**config.mk**
```make
export PLATFORM = sky130hd
export DESIGN_NAME = pfe_ctrl
export DESIGN_NICKNAME = d
export VERILOG_FILES = /design/src/hw/rtl/pfe_pkg.sv /design/src/hw/rtl/pfe_ctrl.sv
export SDC_FILE = /design/constraint.sdc
export NUM_CORES = 1
export LEC_CHECK = 0
export ABC_AREA = 1
export BUFFER_PORTS_ARGS = -buffer_cell sky130_fd_sc_hd__buf_2
export CAP_MARGIN = 20
export CORE_AREA = 2 2 39 41
export CTS_BUF_LIST = sky130_fd_sc_hd__clkbuf_4 sky130_fd_sc_hd__clkbuf_8
export CTS_CLUSTER_SIZE = 20
export DETAILED_ROUTE_END_ITERATION = 12
export DIE_AREA = 0 0 41 43
export PLACE_DENSITY = 0.43
export SLEW_MARGIN = 20
export SYNTH_ARGS = -nofsm -noshare
export SYNTH_HDL_FRONTEND = slang
export SYNTH_SLANG_ARGS = --single-unit
```
**constraint.sdc**
```tcl
create_clock -name clk -period 1.04 [get_ports clk]
set_input_delay 0.104 -clock clk [delete_from_list [all_inputs] [get_ports clk]]
set_output_delay 0.104 -clock clk [all_outputs]
set_load 0.02 [all_outputs]
```
**src/hw/rtl/pfe_pkg.sv**
```systemverilog
`timescale 1ns / 1ps
// ----------------------------------------------------------------------------
// pfe_pkg
// types, character codes and helpers shared by the format engine modules
// ----------------------------------------------------------------------------
package pfe_pkg;

  localparam int unsigned CHAR_W  = 8;
  localparam int unsigned WORD_W  = 32;
  localparam int unsigned DIGIT_W = 4;
  localparam int unsigned DIG_DEPTH = 10;
  localparam int unsigned DIG_IDX_W = $clog2(DIG_DEPTH);

  localparam logic [WORD_W-1:0] COUNT_MAX = '1;
  localparam logic [WORD_W-1:0] RECIP_10  = 32'hCCCC_CCCD;
  localparam int unsigned       RECIP_SH  = 35;

  localparam logic [CHAR_W-1:0] CH_PCT   = 8'h25;
  localparam logic [CHAR_W-1:0] CH_MINUS = 8'h2D;
  localparam logic [CHAR_W-1:0] CH_D     = 8'h64;
  localparam logic [CHAR_W-1:0] CH_U     = 8'h75;
  localparam logic [CHAR_W-1:0] CH_X     = 8'h78;
  localparam logic [CHAR_W-1:0] CH_C     = 8'h63;
  localparam logic [CHAR_W-1:0] ASCII_0  = 8'd48;
  localparam logic [CHAR_W-1:0] ASCII_A10 = 8'd87;

  typedef struct packed {
    logic [CHAR_W-1:0] fmt_char;
    logic [WORD_W-1:0] arg_value;
    logic              start_new;
  } pfe_in_t;

  typedef struct packed {
    logic [CHAR_W-1:0] out_char;
    logic              last_of_run;
    logic [WORD_W-1:0] chars_written;
  } pfe_out_t;

  typedef enum logic [1:0] {
    ACT_NONE,
    ACT_ONE,
    ACT_NUM
  } act_t;

  typedef enum logic [1:0] {
    LD_NONE,
    LD_SINGLE,
    LD_MINUS,
    LD_DIGIT
  } ld_sel_t;

  typedef enum logic [2:0] {
    ST_IDLE,
    ST_CONV,
    ST_EMIT_ONE,
    ST_SIGN,
    ST_DIG
  } state_t;

  typedef struct packed {
    logic    accept;
    logic    conv_step;
    ld_sel_t load_sel;
    logic    last;
  } pfe_cmd_t;

  typedef struct packed {
    act_t act;
    logic neg;
    logic conv_done;
    logic dig_last;
    logic load_ok;
  } pfe_sts_t;

  function automatic logic [CHAR_W-1:0] dig_ascii(input logic [DIGIT_W-1:0] d);
    logic [CHAR_W-1:0] dz;
    dz = {{(CHAR_W-DIGIT_W){1'b0}}, d};
    return (d < 4'd10) ? (dz + ASCII_0) : (dz + ASCII_A10);
  endfunction

endpackage

```
**src/hw/rtl/pfe_ctrl.sv**
```systemverilog
`timescale 1ns / 1ps
// ----------------------------------------------------------------------------
// pfe_ctrl
// sequencer: takes a format character, runs digit extraction, emits characters
// ----------------------------------------------------------------------------
module pfe_ctrl (
  input  logic              clk,
  input  logic              rst,
  input  logic              fmt_valid,
  output logic              fmt_ready,
  input  pfe_pkg::pfe_sts_t sts,
  output pfe_pkg::pfe_cmd_t cmd
);
  import pfe_pkg::*;

  state_t state, state_next;

  always_ff @(posedge clk) begin
    if (rst) begin
      state <= ST_IDLE;
    end else begin
      state <= state_next;
    end
  end

  always_comb begin
    state_next    = state;
    fmt_ready     = 1'b0;
    cmd.accept    = 1'b0;
    cmd.conv_step = 1'b0;
    cmd.load_sel  = LD_NONE;
    cmd.last      = 1'b0;
    case (state)
      ST_IDLE: begin
        fmt_ready = 1'b1;
        if (fmt_valid) begin
          cmd.accept = 1'b1;
          case (sts.act)
            ACT_ONE: state_next = ST_EMIT_ONE;
            ACT_NUM: state_next = ST_CONV;
            default: state_next = ST_IDLE;
          endcase
        end
      end
      ST_CONV: begin
        cmd.conv_step = 1'b1;
        if (sts.conv_done) begin
          state_next = sts.neg ? ST_SIGN : ST_DIG;
        end
      end
      ST_EMIT_ONE: begin
        if (sts.load_ok) begin
          cmd.load_sel = LD_SINGLE;
          cmd.last     = 1'b1;
          state_next   = ST_IDLE;
        end
      end
      ST_SIGN: begin
        if (sts.load_ok) begin
          cmd.load_sel = LD_MINUS;
          state_next   = ST_DIG;
        end
      end
      ST_DIG: begin
        if (sts.load_ok) begin
          cmd.load_sel = LD_DIGIT;
          cmd.last     = sts.dig_last;
          if (sts.dig_last) begin
            state_next = ST_IDLE;
          end
        end
      end
      default: state_next = ST_IDLE;
    endcase
  end

`ifndef SYNTHESIS
  a_load_needs_slot: assert property (@(posedge clk) disable iff (rst)
    (cmd.load_sel != LD_NONE) |-> sts.load_ok)
    else $error("character loaded while output slot busy");

  a_silent_item_stays_idle: assert property (@(posedge clk) disable iff (rst)
    (cmd.accept && sts.act == ACT_NONE) |=> (state == ST_IDLE))
    else $error("silent item left the idle state");

  a_last_returns_idle: assert property (@(posedge clk) disable iff (rst)
    (cmd.load_sel != LD_NONE && cmd.last) |=> (state == ST_IDLE))
    else $error("last character did not end the run");

  a_minus_only_negative: assert property (@(posedge clk) disable iff (rst)
    (cmd.load_sel == LD_MINUS) |-> sts.neg)
    else $error("minus sign for a non-negative value");
`endif

endmodule

```
==> flow_metrics.tcl <==
set metrics [dict create \
    antenna_left 0 \
    ys_types 13 \
    final_nets 90 \
    skew_ns 0.001762 \
    cp_max_fo 5 \
    power_frac_clock 0.167 \
    cts_max_level 1 \
    timing.rr.end "state[0]" \
    grt_pass1_vias 355 \
    firstDrtPassIters 2 \
    holdPathStages 4 \
    cp.required_ns 0.94 \
    p_comb_frac 0.662 \
    finalSetupTns_ns -0.8430 \
    pin_count 15 \
    hold_start "rst" \
    routed_wl_um 791 \
    failed_checks "setup timing" \
    synth_largest_area_cell "dfxtp_1" \
    clockBufferDepth 2 \
    io_buffers 14 \
    powerDensity_nw_per_um2 2556 \
    grt_pass1_wl_um 1290 \
    worst_slack_ns -0.1342 \
    cts_tree "yes" \
    tightest_slew_ns 0.1819 \
    cp_cell_sequence "nor2_4, nand2_1, o21ai_1, buf_4" \
    critPathCaptureType "output port" \
    setup_viol_count_final 9 \
    drv_slew 0 \
    ys_seq_elements 3 \
    finalCritPeriodShare 1.129 \
    critPathSlowestCell "dfxtp_2" \
    synth_seq_area_share 0.1967 \
    place_worst_setup_slack_ns -0.1030 \
    dieArea_um2 1763 \
    netSwitchingPower_w 0.0006127 \
    outcome "complete, but fails checks" \
    gp_congestion 0.7400 \
    worstSetupStartpointType "register" \
    synth_top_area_frac 0.1967 \
    rows 14 \
    wl_per_cell_um 8.240 \
    hpwl_um 586.7 \
    min_to "state[1]" \
    layout-drive-gt1-share 0.6000 \
    min_period_ns 1.174 \
    cts_buffers 3 \
    grtUsageTotal 0.1102 \
    fp.dieH_um 43 \
    min_path_type "in -> reg" \
    power_switching_share 0.4497 \
    clkLatencyLatePin_ns 0.23 \
    maxCapViolCount 0 \
    avgViaCountPerCell 4.125 \
    top_regs "state x3" \
    mappedNetlistArea_um2 305.3 \
    ff2ff_path_depth 8 \
    synthesis.nets 64 \
    largest_register_ffs 3 \
    clkSinkCount 3 \
    drt-initial-drc-count 1 \
    yosys_warnings 0 \
    hold_viol_final 0 \
    fin_util 0.3852 \
    overflow 0 \
    fmax_mhz 851.7 \
    final_cell_mix "nand2_1 (12), buf_4 (12), buf_2 (8)" \
    antenna_found_initial 0 \
    cts.clk_slew.worst_paths_ns 0.04 \
    crit_type "reg -> out" \
    synthTopCellsByArea "dfxtp_1 (20%), nand2_1 (17%), nor2_2 (12%)" \
    core-area_um2 1384 \
    power.internal_w 0.0007498 \
    slew_headroom 0.8775 \
    drc 0 \
    peakVddDrop_v 0.001117 \
    fp.dieW_um 41 \
    clockRootBuffer "clkbuf_4" \
    route.vias.total 396 \
    arrival_ns 1.07 \
    timing.rr.start "state[0]" \
    whs_ns 0.1470 \
    diodes 0 \
    fillers 155 \
    critPathMaxStageDelay_ns 0.34 \
    start_util 0.2206 \
    rsz0062_at_grt "yes" \
    r2r_slack_ns -0.09 \
    seq_power_share 0.170 \
    synth_area_per_cell_um2 5.551 \
    area_growth_pct 74.59 \
    grt_max_degree 7 \
    regMostFlops "state" \
    synth_cells 55 \
    power.leakage_nw 0.3022 \
]
-- worst max-delay path by stage --
stage	startpoint	endpoint	slack (ns)	depth (start not counted)
finish	state[0]	cmd[0]	-0.13	4
global route	state[0]	cmd[0]	-0.22	4
CTS	state[1]	cmd[0]	-0.16	5
detailed placement	state[1]	state[0]	-0.10	6
global placement	state[0]	state[0]	-0.12	6
floorplan	state[1]	state[2]	0.009	6
-- what timing repair did --
action,CTS,global route
hold buffers,0,0
pin swaps,4,2
gates resized for setup,17,5
setup buffers,2,1
endpoints found under the setup margin,9,9
-- through the flow --
stage	power, W	cell area (um2)	cells
2_1_floorplan	0.0006893	305.3	55
3_3_place_gp	0.0009142	425.4	89
3_5_place_dp	0.0009063	425.4	89
4_1_cts	0.001315	514.2	95
5_1_grt	0.001492	533.0	96
6_report	0.001362	533.0	96
-- layer usage --
layer	GRT usage	share of wire	routed length [um]	vias to the layer above
met2	0.1656	0.50	393	8
li1	-	-	-	214
met4	0.08000	0	0	0
met3	0.03141	0.049	39	0
met5	0	0	0	-
met1	0.1246	0.45	359	174
-- cells in the mapped netlist (all sizes together) --
cell,number
dfxtp,3
nand2,16
nand3,6
inv,11
nor2,16
or2,1
o21ai,2
-- critical path: cells and delay by family, from the launching register on --
kind	cells	cell delay (ns)
AO/OA/AOI/OAI	1	0.12
buffers and inverters	1	0.15
flip-flops	1	0.34
AND/OR/NAND/NOR	2	0.23
-- power groups by stage --
stage	Sequential (W)	Clock (W)	Combinational, W
floorplan	0.000197	0	0.000493
global placement	0.000202	0	0.000712
detailed placement	0.000199	0	0.000707
CTS	0.000230	0.000244	0.000841
global route	0.000238	0.000253	0.00100
finish	0.000232	0.000228	0.000902
-- cell families (layout without fill, tap and decap cells) --
family / after synthesis / in the layout / synth area share
compound gates: 2 / 2 / 0.03279
buf+inv: 11 / 36 / 0.1352
flops: 3 / 3 / 0.1967
simple gates: 39 / 39 / 0.6353
-- area by class of cell --
cell class / count / area [um2] / share of cell area
flip-flops and latches: 3 / 68.82 / 0.1291
inverters: 11 / 43.79 / 0.08216
multi-input cells: 41 / 229.0 / 0.4296
clock buffers: 4 / 30.03 / 0.05634
repair buffers: 21 / 141.4 / 0.2653
well taps: 16 / 20.02 / 0.03756
No activity file was read; power rests on OpenSTA's default activity.
